==> src/rtl/led_fire_heat_column_update_core_defines.svh <==
// Assertion helpers shared by the fire heat RTL.
// Both expect signals named clk and rst in the calling scope.
`ifndef LED_FIRE_HEAT_COLUMN_UPDATE_CORE_DEFINES_SVH
`define LED_FIRE_HEAT_COLUMN_UPDATE_CORE_DEFINES_SVH

// Same-cycle implication.
`define LFH_ASSERT_IMP(lbl, ante, cons) \
  lbl: assert property (@(posedge clk) disable iff (rst) (ante) |-> (cons)) \
    else $error("lfh: same-cycle check failed");

// Next-cycle implication.
`define LFH_ASSERT_NEXT(lbl, ante, cons) \
  lbl: assert property (@(posedge clk) disable iff (rst) (ante) |=> (cons)) \
    else $error("lfh: next-cycle check failed");

`endif

==> src/rtl/lfh_pkg.sv <==
`default_nettype none

package lfh_pkg;

  localparam int unsigned COL_W      = 4;
  localparam int unsigned ROW_W      = 4;
  localparam int unsigned DRAW_W     = 7;
  localparam int unsigned ROLL_W     = 8;
  localparam int unsigned HEAT_W     = 8;
  localparam int unsigned SCALE_W    = 7;
  localparam int unsigned CFG_DATA_W = 8;
  localparam int unsigned CFG_IDX_W  = 1;

  // Cooling limit mapping constants
  localparam int unsigned SCALE_MIN   = 1;
  localparam int unsigned SCALE_MAX   = 100;
  localparam int unsigned SCALE_RST   = 50;
  localparam int unsigned LIMIT_TOP   = 93;
  localparam int unsigned LIMIT_SPAN  = 83;   // 93 - 10
  localparam int unsigned RECIP_99    = 10592; // ceil(2^20 / 99)
  localparam int unsigned RECIP_99_SH = 20;
  localparam int unsigned RECIP_3     = 683;   // ceil(2^11 / 3)
  localparam int unsigned RECIP_3_SH  = 11;
  localparam int unsigned THRESH_RST  = 80;

  typedef enum logic [CFG_IDX_W-1:0] {
    CFG_SPEED_SCALE     = 1'b0,
    CFG_SPARK_THRESHOLD = 1'b1
  } cfg_index_t;

  typedef struct packed {
    logic [DRAW_W-1:0] draw_max;
    logic [ROLL_W-1:0] threshold;
  } cfg_t;

  // Largest allowed cooling draw: limit - 1, limit = 93 - (s-1)*83/99
  function automatic logic [DRAW_W-1:0] draw_max_of(input logic [SCALE_W-1:0] scale);
    logic [SCALE_W-1:0] s;
    logic [13:0]        x;
    logic [27:0]        p;
    logic [DRAW_W-1:0]  q;
    s = scale;
    if (s < SCALE_W'(SCALE_MIN)) s = SCALE_W'(SCALE_MIN);
    if (s > SCALE_W'(SCALE_MAX)) s = SCALE_W'(SCALE_MAX);
    x = 14'(s - SCALE_W'(1)) * 14'(LIMIT_SPAN);
    p = 28'(x) * 28'(RECIP_99);
    q = DRAW_W'(p >> RECIP_99_SH);
    return DRAW_W'(LIMIT_TOP - 1) - q;
  endfunction

  localparam logic [DRAW_W-1:0] DRAW_MAX_RST = draw_max_of(SCALE_W'(SCALE_RST));

  function automatic logic [HEAT_W-1:0] sat_add8(input logic [HEAT_W-1:0] a,
                                                 input logic [HEAT_W-1:0] b);
    logic [HEAT_W:0] s;
    s = {1'b0, a} + {1'b0, b};
    return s[HEAT_W] ? {HEAT_W{1'b1}} : s[HEAT_W-1:0];
  endfunction

  // x / 3 for x up to 765
  function automatic logic [HEAT_W-1:0] div3(input logic [9:0] x);
    logic [19:0] p;
    p = 20'(x) * 20'(RECIP_3);
    return HEAT_W'(p >> RECIP_3_SH);
  endfunction

  // (h * 240) >> 8 == (h * 15) >> 4
  function automatic logic [HEAT_W-1:0] colour_of(input logic [HEAT_W-1:0] h);
    logic [11:0] p;
    p = {h, 4'b0000} - 12'(h);
    return p[11:4];
  endfunction

endpackage

`default_nettype wire

==> src/rtl/lfh_cell_if.sv <==
`default_nettype none

interface lfh_cell_if;
  logic                        valid;
  logic                        ready;
  logic [lfh_pkg::COL_W-1:0]   column;
  logic [lfh_pkg::ROW_W-1:0]   row;
  logic [lfh_pkg::DRAW_W-1:0]  cool_amount;
  logic [lfh_pkg::ROLL_W-1:0]  spark_roll;
  logic                        spark_row;
  logic [lfh_pkg::HEAT_W-1:0]  spark_heat;

  modport source (output valid, column, row, cool_amount, spark_roll, spark_row,
                  spark_heat, input ready);
  modport sink   (input valid, column, row, cool_amount, spark_roll, spark_row,
                  spark_heat, output ready);
endinterface

`default_nettype wire

==> src/rtl/lfh_pixel_if.sv <==
`default_nettype none

interface lfh_pixel_if;
  logic                        valid;
  logic                        ready;
  logic [lfh_pkg::COL_W-1:0]   out_column;
  logic [lfh_pkg::ROW_W-1:0]   display_row;
  logic [lfh_pkg::HEAT_W-1:0]  heat_value;
  logic [lfh_pkg::HEAT_W-1:0]  colour_index;

  modport source (output valid, out_column, display_row, heat_value, colour_index,
                  input ready);
  modport sink   (input valid, out_column, display_row, heat_value, colour_index,
                  output ready);
endinterface

`default_nettype wire

==> src/rtl/lfh_cfg_if.sv <==
`default_nettype none

interface lfh_cfg_if;
  logic                            valid;
  logic                            ready;
  logic [lfh_pkg::CFG_IDX_W-1:0]   index;
  logic [lfh_pkg::CFG_DATA_W-1:0]  data;

  modport source (output valid, index, data, input ready);
  modport sink   (input valid, index, data, output ready);
endinterface

`default_nettype wire

==> src/rtl/lfh_cfg_regs.sv <==
`default_nettype none

module lfh_cfg_regs (
  input  logic           clk,
  input  logic           rst,
  lfh_cfg_if.sink        cfg,
  output lfh_pkg::cfg_t  cfg_val
);
  import lfh_pkg::*;

  logic [DRAW_W-1:0] draw_max;
  logic [ROLL_W-1:0] threshold;

  assign cfg.ready = 1'b1;

  // Keep the scale setting only as its mapped draw limit
  always_ff @(posedge clk) begin
    if (rst) begin
      draw_max  <= DRAW_MAX_RST;
      threshold <= ROLL_W'(THRESH_RST);
    end else if (cfg.valid && cfg.ready) begin
      unique case (cfg_index_t'(cfg.index))
        CFG_SPEED_SCALE:     draw_max  <= draw_max_of(cfg.data[SCALE_W-1:0]);
        CFG_SPARK_THRESHOLD: threshold <= cfg.data[ROLL_W-1:0];
        default: ;
      endcase
    end
  end

  assign cfg_val.draw_max  = draw_max;
  assign cfg_val.threshold = threshold;

endmodule

`default_nettype wire

==> src/rtl/lfh_heat_mem.sv <==
`default_nettype none

module lfh_heat_mem #(
  parameter int unsigned DEPTH = 256,
  localparam int unsigned ADDR_W = $clog2(DEPTH)
) (
  input  logic                       clk,
  input  logic                       rst,
  input  logic                       rd_en,
  input  logic [ADDR_W-1:0]          rd_addr,
  output logic [lfh_pkg::HEAT_W-1:0] rd_data,
  input  logic                       wr_en,
  input  logic [ADDR_W-1:0]          wr_addr,
  input  logic [lfh_pkg::HEAT_W-1:0] wr_data,
  output logic                       clear_busy
);
  import lfh_pkg::*;

  logic [HEAT_W-1:0] mem [DEPTH];
  logic [ADDR_W-1:0] clr_addr;
  logic              clr_busy;

  // Sweep every entry to zero after reset
  always_ff @(posedge clk) begin
    if (rst) begin
      clr_busy <= 1'b1;
      clr_addr <= '0;
    end else if (clr_busy) begin
      if (clr_addr == ADDR_W'(DEPTH - 1)) begin
        clr_busy <= 1'b0;
      end else begin
        clr_addr <= clr_addr + 1'b1;
      end
    end
  end

  // Single write port, shared with the clearing sweep
  always_ff @(posedge clk) begin
    if (clr_busy) begin
      mem[clr_addr] <= '0;
    end else if (wr_en) begin
      mem[wr_addr] <= wr_data;
    end
  end

  // Registered read port
  always_ff @(posedge clk) begin
    if (rd_en) begin
      rd_data <= mem[rd_addr];
    end
  end

  assign clear_busy = clr_busy;

endmodule

`default_nettype wire

==> src/rtl/lfh_cell_pipe.sv <==
`default_nettype none
`include "led_fire_heat_column_update_core_defines.svh"

module lfh_cell_pipe #(
  parameter int unsigned COLUMNS = 16,
  parameter int unsigned ROWS    = 16,
  localparam int unsigned ADDR_W = $clog2(COLUMNS * ROWS)
) (
  input  logic                       clk,
  input  logic                       rst,
  input  lfh_pkg::cfg_t              cfg_val,
  input  logic                       clear_busy,
  lfh_cell_if.sink                   cells,
  lfh_pixel_if.source                pixel,
  output logic                       rd_en,
  output logic [ADDR_W-1:0]          rd_addr,
  input  logic [lfh_pkg::HEAT_W-1:0] rd_data,
  output logic                       wr_en,
  output logic [ADDR_W-1:0]          wr_addr,
  output logic [lfh_pkg::HEAT_W-1:0] wr_data
);
  import lfh_pkg::*;

  localparam int unsigned CALC_W = ADDR_W + COL_W;
  localparam logic [ROW_W-1:0] DROW_TOP = ROW_W'(ROWS - 1);

  // Read stage
  logic              in_range;
  logic              accept;
  logic [CALC_W-1:0] idx_full;
  logic [DRAW_W-1:0] draw_clamped;

  // Update stage
  logic              s1_valid;
  logic              s1_go;
  logic [ADDR_W-1:0] s1_addr;
  logic [COL_W-1:0]  s1_col;
  logic [ROW_W-1:0]  s1_row;
  logic [DRAW_W-1:0] s1_draw;
  logic              s1_fire;
  logic              s1_srow;
  logic [HEAT_W-1:0] s1_sheat;

  // Carried state
  logic [HEAT_W-1:0] cooled_prev;
  logic [HEAT_W-1:0] cooled_prev2;
  logic              spark_valid;
  logic [HEAT_W-1:0] spark_amt;
  logic              spark_valid_next;

  // Last write, for same-entry forwarding
  logic              fwd_valid;
  logic [ADDR_W-1:0] fwd_addr;
  logic [HEAT_W-1:0] fwd_data;

  logic [HEAT_W-1:0] old_heat;
  logic [HEAT_W-1:0] cooled;
  logic [9:0]        sum3;
  logic [HEAT_W-1:0] avg;
  logic [HEAT_W-1:0] spark_add;
  logic [HEAT_W-1:0] result;

  // Output register
  logic              out_valid;
  logic [COL_W-1:0]  out_col;
  logic [ROW_W-1:0]  out_drow;
  logic [HEAT_W-1:0] out_heat;

  // Accept while the clearing sweep is done and the update stage is free or moving on
  assign s1_go       = s1_valid && (!out_valid || pixel.ready);
  assign cells.ready = !clear_busy && (!s1_valid || s1_go);
  assign accept      = cells.valid && cells.ready;

  assign in_range = (32'(cells.column) < COLUMNS) && (32'(cells.row) < ROWS);
  assign idx_full = CALC_W'(cells.column) * CALC_W'(ROWS) + CALC_W'(cells.row);
  assign draw_clamped = (cells.cool_amount > cfg_val.draw_max) ? cfg_val.draw_max
                                                               : cells.cool_amount;

  // Drop out-of-range cells here: no read, no result
  assign rd_en   = accept && in_range;
  assign rd_addr = idx_full[ADDR_W-1:0];

  always_ff @(posedge clk) begin
    if (rst) begin
      s1_valid <= 1'b0;
    end else if (cells.ready) begin
      s1_valid <= cells.valid && in_range;
    end
  end

  always_ff @(posedge clk) begin
    if (accept) begin
      s1_addr  <= idx_full[ADDR_W-1:0];
      s1_col   <= cells.column;
      s1_row   <= cells.row;
      s1_draw  <= draw_clamped;
      s1_fire  <= cells.spark_roll < cfg_val.threshold;
      s1_srow  <= cells.spark_row;
      s1_sheat <= cells.spark_heat;
    end
  end

  // Cool, blend and spark
  assign old_heat  = (fwd_valid && (fwd_addr == s1_addr)) ? fwd_data : rd_data;
  assign cooled    = (old_heat > HEAT_W'(s1_draw)) ? old_heat - HEAT_W'(s1_draw) : '0;
  assign sum3      = 10'(cooled_prev) + {1'b0, cooled_prev2, 1'b0};
  assign avg       = div3(sum3);
  assign spark_add = sat_add8(cooled, (s1_row == '0) ? s1_sheat : spark_amt);

  always_comb begin
    result           = cooled;
    spark_valid_next = spark_valid;
    priority if (s1_row == '0) begin
      spark_valid_next = s1_fire && s1_srow;
      if (s1_fire && !s1_srow) result = spark_add;
    end else if (s1_row == ROW_W'(1)) begin
      spark_valid_next = 1'b0;
      if (spark_valid) result = spark_add;
    end else begin
      result = avg;
    end
  end

  assign wr_en   = s1_go;
  assign wr_addr = s1_addr;
  assign wr_data = result;

  // Advance carried state with each finished cell
  always_ff @(posedge clk) begin
    if (rst) begin
      cooled_prev  <= '0;
      cooled_prev2 <= '0;
      spark_valid  <= 1'b0;
    end else if (s1_go) begin
      cooled_prev  <= cooled;
      cooled_prev2 <= cooled_prev;
      spark_valid  <= spark_valid_next;
    end
  end

  always_ff @(posedge clk) begin
    if (s1_go && (s1_row == '0)) begin
      spark_amt <= s1_sheat;
    end
  end

  always_ff @(posedge clk) begin
    if (rst || clear_busy) begin
      fwd_valid <= 1'b0;
    end else if (s1_go) begin
      fwd_valid <= 1'b1;
    end
  end

  always_ff @(posedge clk) begin
    if (s1_go) begin
      fwd_addr <= s1_addr;
      fwd_data <= result;
    end
  end

  // Hold the result until the sink takes it
  always_ff @(posedge clk) begin
    if (rst) begin
      out_valid <= 1'b0;
    end else if (s1_go) begin
      out_valid <= 1'b1;
    end else if (pixel.ready) begin
      out_valid <= 1'b0;
    end
  end

  always_ff @(posedge clk) begin
    if (s1_go) begin
      out_col  <= s1_col;
      out_drow <= DROW_TOP - s1_row;
      out_heat <= result;
    end
  end

  assign pixel.valid        = out_valid;
  assign pixel.out_column   = out_col;
  assign pixel.display_row  = out_drow;
  assign pixel.heat_value   = out_heat;
  assign pixel.colour_index = colour_of(out_heat);

  `LFH_ASSERT_IMP(a_no_accept_in_clear, clear_busy, !cells.ready)
  `LFH_ASSERT_NEXT(a_fwd_tracks_write, s1_go, fwd_valid && (fwd_addr == $past(s1_addr)))
  `LFH_ASSERT_NEXT(a_row1_takes_spark, s1_go && (s1_row == ROW_W'(1)), !spark_valid)
  `LFH_ASSERT_NEXT(a_update_fills_out, s1_go, out_valid)

endmodule

`default_nettype wire

==> src/rtl/led_fire_heat_column_update_core.sv <==
// A result passes through the update stage register and then the output register
// before it appears on the pixel channel. Throughput: one cell per cycle while the
// pixel sink takes results, bound by the heat memory's single read and single write
// port; a same-entry read after write is forwarded. Reset: synchronous; the heat
// memory is then swept to zero, during which no cell request is accepted.
// Configuration writes are taken at any time and reset to scale 50, threshold 80.
`default_nettype none

module led_fire_heat_column_update_core #(
  parameter int unsigned COLUMNS = 16,
  parameter int unsigned ROWS    = 16
) (
  input  logic        clk,
  input  logic        rst,
  lfh_cfg_if.sink     cfg,
  lfh_cell_if.sink    cells,
  lfh_pixel_if.source pixel
);
  import lfh_pkg::*;

  localparam int unsigned DEPTH  = COLUMNS * ROWS;
  localparam int unsigned ADDR_W = $clog2(DEPTH);

  cfg_t              cfg_val;
  logic              clear_busy;
  logic              rd_en;
  logic [ADDR_W-1:0] rd_addr;
  logic [HEAT_W-1:0] rd_data;
  logic              wr_en;
  logic [ADDR_W-1:0] wr_addr;
  logic [HEAT_W-1:0] wr_data;

  lfh_cfg_regs u_cfg (
    .clk     (clk),
    .rst     (rst),
    .cfg     (cfg),
    .cfg_val (cfg_val)
  );

  lfh_heat_mem #(
    .DEPTH (DEPTH)
  ) u_mem (
    .clk        (clk),
    .rst        (rst),
    .rd_en      (rd_en),
    .rd_addr    (rd_addr),
    .rd_data    (rd_data),
    .wr_en      (wr_en),
    .wr_addr    (wr_addr),
    .wr_data    (wr_data),
    .clear_busy (clear_busy)
  );

  lfh_cell_pipe #(
    .COLUMNS (COLUMNS),
    .ROWS    (ROWS)
  ) u_pipe (
    .clk        (clk),
    .rst        (rst),
    .cfg_val    (cfg_val),
    .clear_busy (clear_busy),
    .cells      (cells),
    .pixel      (pixel),
    .rd_en      (rd_en),
    .rd_addr    (rd_addr),
    .rd_data    (rd_data),
    .wr_en      (wr_en),
    .wr_addr    (wr_addr),
    .wr_data    (wr_data)
  );

endmodule

`default_nettype wire

==> src/flat_wrapper.sv <==
// flat-port wrapper written by rule: the top's interface ports become plain ports
module led_fire_heat_column_update_core_flat import lfh_pkg::*;
#(
  parameter int unsigned COLUMNS = 16,
  parameter int unsigned ROWS    = 16
)
  (clk, rst, cfg_valid, cfg_index, cfg_data, cfg_ready, cells_valid, cells_column, cells_row, cells_cool_amount, cells_spark_roll, cells_spark_row, cells_spark_heat, cells_ready, pixel_valid, pixel_out_column, pixel_display_row, pixel_heat_value, pixel_colour_index, pixel_ready);
  lfh_cfg_if cfg_i ();
  lfh_cell_if cells_i ();
  lfh_pixel_if pixel_i ();
  input  logic clk;
  input  logic rst;
  input wire logic [$bits(cfg_i.valid)-1:0] cfg_valid;
  input wire logic [$bits(cfg_i.index)-1:0] cfg_index;
  input wire logic [$bits(cfg_i.data)-1:0] cfg_data;
  output wire logic [$bits(cfg_i.ready)-1:0] cfg_ready;
  input wire logic [$bits(cells_i.valid)-1:0] cells_valid;
  input wire logic [$bits(cells_i.column)-1:0] cells_column;
  input wire logic [$bits(cells_i.row)-1:0] cells_row;
  input wire logic [$bits(cells_i.cool_amount)-1:0] cells_cool_amount;
  input wire logic [$bits(cells_i.spark_roll)-1:0] cells_spark_roll;
  input wire logic [$bits(cells_i.spark_row)-1:0] cells_spark_row;
  input wire logic [$bits(cells_i.spark_heat)-1:0] cells_spark_heat;
  output wire logic [$bits(cells_i.ready)-1:0] cells_ready;
  output wire logic [$bits(pixel_i.valid)-1:0] pixel_valid;
  output wire logic [$bits(pixel_i.out_column)-1:0] pixel_out_column;
  output wire logic [$bits(pixel_i.display_row)-1:0] pixel_display_row;
  output wire logic [$bits(pixel_i.heat_value)-1:0] pixel_heat_value;
  output wire logic [$bits(pixel_i.colour_index)-1:0] pixel_colour_index;
  input wire logic [$bits(pixel_i.ready)-1:0] pixel_ready;
  assign cfg_i.valid = cfg_valid;
  assign cfg_i.index = cfg_index;
  assign cfg_i.data = cfg_data;
  assign cfg_ready = cfg_i.ready;
  assign cells_i.valid = cells_valid;
  assign cells_i.column = cells_column;
  assign cells_i.row = cells_row;
  assign cells_i.cool_amount = cells_cool_amount;
  assign cells_i.spark_roll = cells_spark_roll;
  assign cells_i.spark_row = cells_spark_row;
  assign cells_i.spark_heat = cells_spark_heat;
  assign cells_ready = cells_i.ready;
  assign pixel_valid = pixel_i.valid;
  assign pixel_out_column = pixel_i.out_column;
  assign pixel_display_row = pixel_i.display_row;
  assign pixel_heat_value = pixel_i.heat_value;
  assign pixel_colour_index = pixel_i.colour_index;
  assign pixel_i.ready = pixel_ready;
  led_fire_heat_column_update_core #(.COLUMNS(COLUMNS), .ROWS(ROWS)) u_core (.clk(clk), .rst(rst), .cfg(cfg_i), .cells(cells_i), .pixel(pixel_i));
endmodule
==> config.mk <==
export PLATFORM = sky130hd
export DESIGN_NAME = led_fire_heat_column_update_core_flat
export DESIGN_NICKNAME = d
export VERILOG_FILES = /design/src/rtl/lfh_pkg.sv /design/src/rtl/lfh_cell_if.sv /design/src/rtl/lfh_pixel_if.sv /design/src/rtl/lfh_cfg_if.sv /design/src/rtl/lfh_cfg_regs.sv /design/src/rtl/lfh_heat_mem.sv /design/src/rtl/lfh_cell_pipe.sv /design/src/rtl/led_fire_heat_column_update_core.sv /design/src/flat_wrapper.sv
export VERILOG_INCLUDE_DIRS = /design/src /design/src/rtl
export SDC_FILE = /design/constraint.sdc
export NUM_CORES = 2
export LEC_CHECK = 0
export BUFFER_PORTS_ARGS = -buffer_cell sky130_fd_sc_hd__buf_2
export CAP_MARGIN = 20
export CORE_MARGIN = 2
export CORE_UTILIZATION = 40
export DETAILED_ROUTE_END_ITERATION = 6
export GPL_TIMING_DRIVEN = 0
export PLACE_DENSITY = 0.64
export SYNTH_ARGS = -nofsm -noshare
export SYNTH_HDL_FRONTEND = slang
export SYNTH_SLANG_ARGS = --single-unit
==> constraint.sdc <==
create_clock -name clk -period 51.2 [get_ports clk]
set_input_delay 7.68 -clock clk [delete_from_list [all_inputs] [get_ports clk]]
set_output_delay 7.68 -clock clk [all_outputs]
set_load 0.02 [all_outputs]
==> flow_metrics.py <==
metrics = {
    "clock_network": {
        "postCtsSetupBuffers": 0,
        "cts_buffer_depth": 3,
        "path_clk_slew_ns": 0.06,
        "htreeDepth": 4,
        "cts-buffers-inserted": 208,
        "tritoncts": "done",
        "clockRootBuffer": "clkbuf_16",
        "post_cts_resized": 0,
        "clock_latency_ns": 0.87,
        "cts_sinks": 2153,
        "hold_buffers": 0,
    },
    "worst_setup_path": {
        "critPathMaxStageDelay_ns": 0.85,
        "cp.arrival_ns": 17.44,
        "worstSetupEndpointType": "flip-flop",
        "worstSetupStartpointType": "primary input",
        "crit_required_ns": 51.87,
        "critPathMaxFanout": 7,
        "crit_slowest_cell": "xnor2_1",
        "cp_common_cell": "inv_1",
        "crit_type": "in -> reg",
    },
    "timing": {
        "whs_ns": 0.453,
        "fin_setup_tns_ns": 0,
        "fin_worst_skew_ns": 0.0700,
        "clock.fmax_ghz": 0.0596,
        "hold_viol_final": 0,
        "final.period_utilization_pct": 32.7,
        "tightestPinTransition_ns": 1.23,
        "slew_headroom_pct": 17.9,
        "finalCriticalPeriod_ns": 16.77,
        "slew_violations": 0,
        "rsz0062_at_grt": "false",
        "setup_viol": 0,
    },
    "floorplan": {
        "ioPinCount": 73,
        "die_x_um": 477,
        "die_area_um2": 227000,
        "coreArea_um2": 222000,
        "start_util_pct": 40.2,
        "die_h_um": 477,
        "rows": 173,
    },
    "detailed_routing": {
        "viasPerCell": 5.68,
        "drt_iter0_drc": 5633,
        "drtPass1Iterations": 6,
        "routedWlPerCell_um": 28.3,
        "finalWirelength_um": 224000,
        "vias": 44900,
        "route.detailed.drc": 0,
        "ant_nets": 0,
    },
    "outcome": {
        "outcome": "complete, no violations",
    },
    "synthesis": {
        "muxShareOfSynthArea_pct": 17.4,
        "synth_cell_types": 63,
        "synth_top_family_by_area": "multiplexers",
        "synth_cells": 4340,
        "netlist_area_um2": 89400,
        "dominantRegCellSynth": "edfxtp_1",
        "ys_seq_area_share_pct": 71.8,
        "synthSimpleGateAreaFrac_pct": 2.59,
        "synth_area_per_cell_um2": 20.6,
        "ys_async_sr_fraction_pct": 0,
        "ys_ff_latch": 2153,
        "synth-compound-area-share_pct": 1.51,
        "synth_edf_count": 2109,
        "synth_fa_ha_area_share_pct": 4.19,
        "synthXorXnorAreaFrac_pct": 0.715,
        "postSynthNetCount": 4649,
        "synth_warnings": 0,
    },
    "grt": {
        "grt_max_degree": 93,
        "grt_use_total_pct": 19.5,
        "grt_overflow": 0,
        "grt_pass1_vias": 45200,
        "antenna_found_initial": 16,
        "grt_pass1_wl_um": 322000,
    },
    "layout": {
        "final_common_cell": "edfxtp_1",
        "fin_nets": 5064,
        "final_cell_mix": "edfxtp_1, mux4_2, nor2_1",
        "filler_cell_count": 18400,
        "area_growth_pct": 14.0,
        "drive_gt1_share_pct": 25.8,
    },
    "run": {
        "max-cap-violations": 0,
    },
    "power": {
        "leakage_nw": 32.7,
        "power_density_nw_per_um2": 48.3,
        "finalPower_w": 0.00493,
        "ir_drop_mv": 0.162,
    },
    "place": {
        "portBuffers": 70,
        "post-dp-hpwl_um": 159000,
        "gp_congestion": 0.846,
    },
    "hold_path": {
        "holdCritPathClass": "reg -> reg",
    },
}
## sequential cells by signal, summed over array words and instances (netlist names), 4 cells and up
| signal | flops |
|---|---|
| u_core.u_pipe.spark_amt | 8 |
| u_core.u_mem.clr_addr | 8 |
| u_core.u_pipe.s1_draw | 7 |
| u_core.u_pipe.s1_sheat | 8 |
| u_core.u_mem.rd_data | 8 |
| u_core.u_cfg.draw_max | 7 |
| u_core.u_cfg.threshold | 8 |
| u_core.u_pipe.pixel.display_row | 4 |
| u_core.u_pipe.cooled_prev2 | 8 |
| u_core.u_mem.mem | 2048 |
| u_core.u_pipe.fwd_addr | 8 |
| u_core.u_pipe.wr_addr | 8 |
| u_core.u_pipe.pixel.heat_value | 8 |
| u_core.u_pipe.cooled_prev | 8 |
## kinds of logic after synthesis
logic type	after synthesis
XOR/XNOR	73
AND/OR/NAND/NOR	540
AO/OA/AOI/OAI	214
other	1
adder cells (fa/ha/maj)	263
multiplexers	705
buffers and inverters	391
flip-flops	2153
## cell type report
type	count	area (µm²)	area share [%]
Timing Repair Buffer	205	2230	2.19
Sequential cell	2153	64200	63.0
Clock inverter	119	1040	1.02
Tap cell	2975	3720	3.65
Clock buffer	259	5480	5.37
Buffer	206	873	0.856
Multi-Input combinational cell	1796	23700	23.3
Antenna cell	5	12.5	0.0123
Inverter	185	694	0.681
## worst max-delay path: cells and delay by family
family / cells / cell delay (ns)
simple gates: 7 / 2.17
fa+ha+maj: 9 / 3.36
compound gates: 11 / 2.44
xor+xnor: 2 / 1.02
buf+inv: 8 / 0.74
## power by group
group | switching (W) | internal, W
Combinational | 0.000904 | 0.000634
Clock | 0.000662 | 0.000817
Sequential | 0.00000176 | 0.00191
Total | 0.00157 | 0.00336
## synth_stat cells (all sizes together) (7+ instances only)
| master | count | area share [%] |
|---|---|---|
| o21a | 12 | 0.10 |
| o21ai | 44 | 0.25 |
| mux2 | 21 | 0.26 |
| and2 | 9 | 0.063 |
| xnor2 | 47 | 0.46 |
| nand3b | 13 | 0.11 |
| nor2 | 303 | 1.3 |
| dfxtp | 44 | 0.99 |
| clkbuf | 126 | 0.53 |
| o21bai | 7 | 0.059 |
| mux4 | 680 | 17 |
| inv | 185 | 0.78 |
| xor2 | 26 | 0.25 |
| nand2 | 117 | 0.49 |
| or3 | 13 | 0.091 |
| o211ai | 7 | 0.059 |
| nor3 | 21 | 0.12 |
| edfxtp | 2109 | 71 |
| fa | 61 | 1.4 |
| nand3 | 18 | 0.10 |
| nand2b | 11 | 0.077 |
| o31ai | 7 | 0.059 |
| ha | 202 | 2.8 |
| a21o | 18 | 0.15 |
| a21oi | 71 | 0.40 |
| buf | 80 | 0.44 |
| nor2b | 12 | 0.084 |
| a211oi | 8 | 0.067 |
## through the flow
stage	cell area, µm²	utilization (%)	setup slack [ns]	cells
after floorplan	89400	-	16.49	4340
after global routing	102000	45.9	33.53	7898
after CTS	102000	45.8	34.34	7885
after global placement	93500	42.1	-10.21	7385
after detailed placement	95300	42.9	33.50	7507
final	102000	45.9	34.43	7903
## path summary, 6_finish.rpt
path / endpoint / cells past startpoint / slack (ns) / start
min reg2reg: u_core.u_pipe.fwd_addr[0]$_DFFE_PP_ / 0 / 0.45 / u_core.u_pipe.wr_addr[0]$_DFFE_PP_
max: u_core.u_cfg.draw_max[5]$_SDFFE_PP1P_ / 37 / 34.43 / cfg_data[2]
max reg2reg: u_core.u_mem.mem[198][2]$_DFFE_PP_ / 33 / 42.45 / u_core.u_pipe.wr_addr[0]$_DFFE_PP_
min: u_core.u_pipe.fwd_addr[0]$_DFFE_PP_ / 0 / 0.45 / u_core.u_pipe.wr_addr[0]$_DFFE_PP_
## routing by layer
metal / vias to the layer above / global-route usage [%] / part of all wire (%)
li1: 18600 / - / -
met1: 23900 / 27.3 / 40
met2: 2065 / 31.6 / 49
met3: 276 / 3.96 / 9.0
met4: 2 / 4.94 / 2.3
met5: - / 0 / 0.0027
Note: power is estimated with default switching activity, not from simulation.
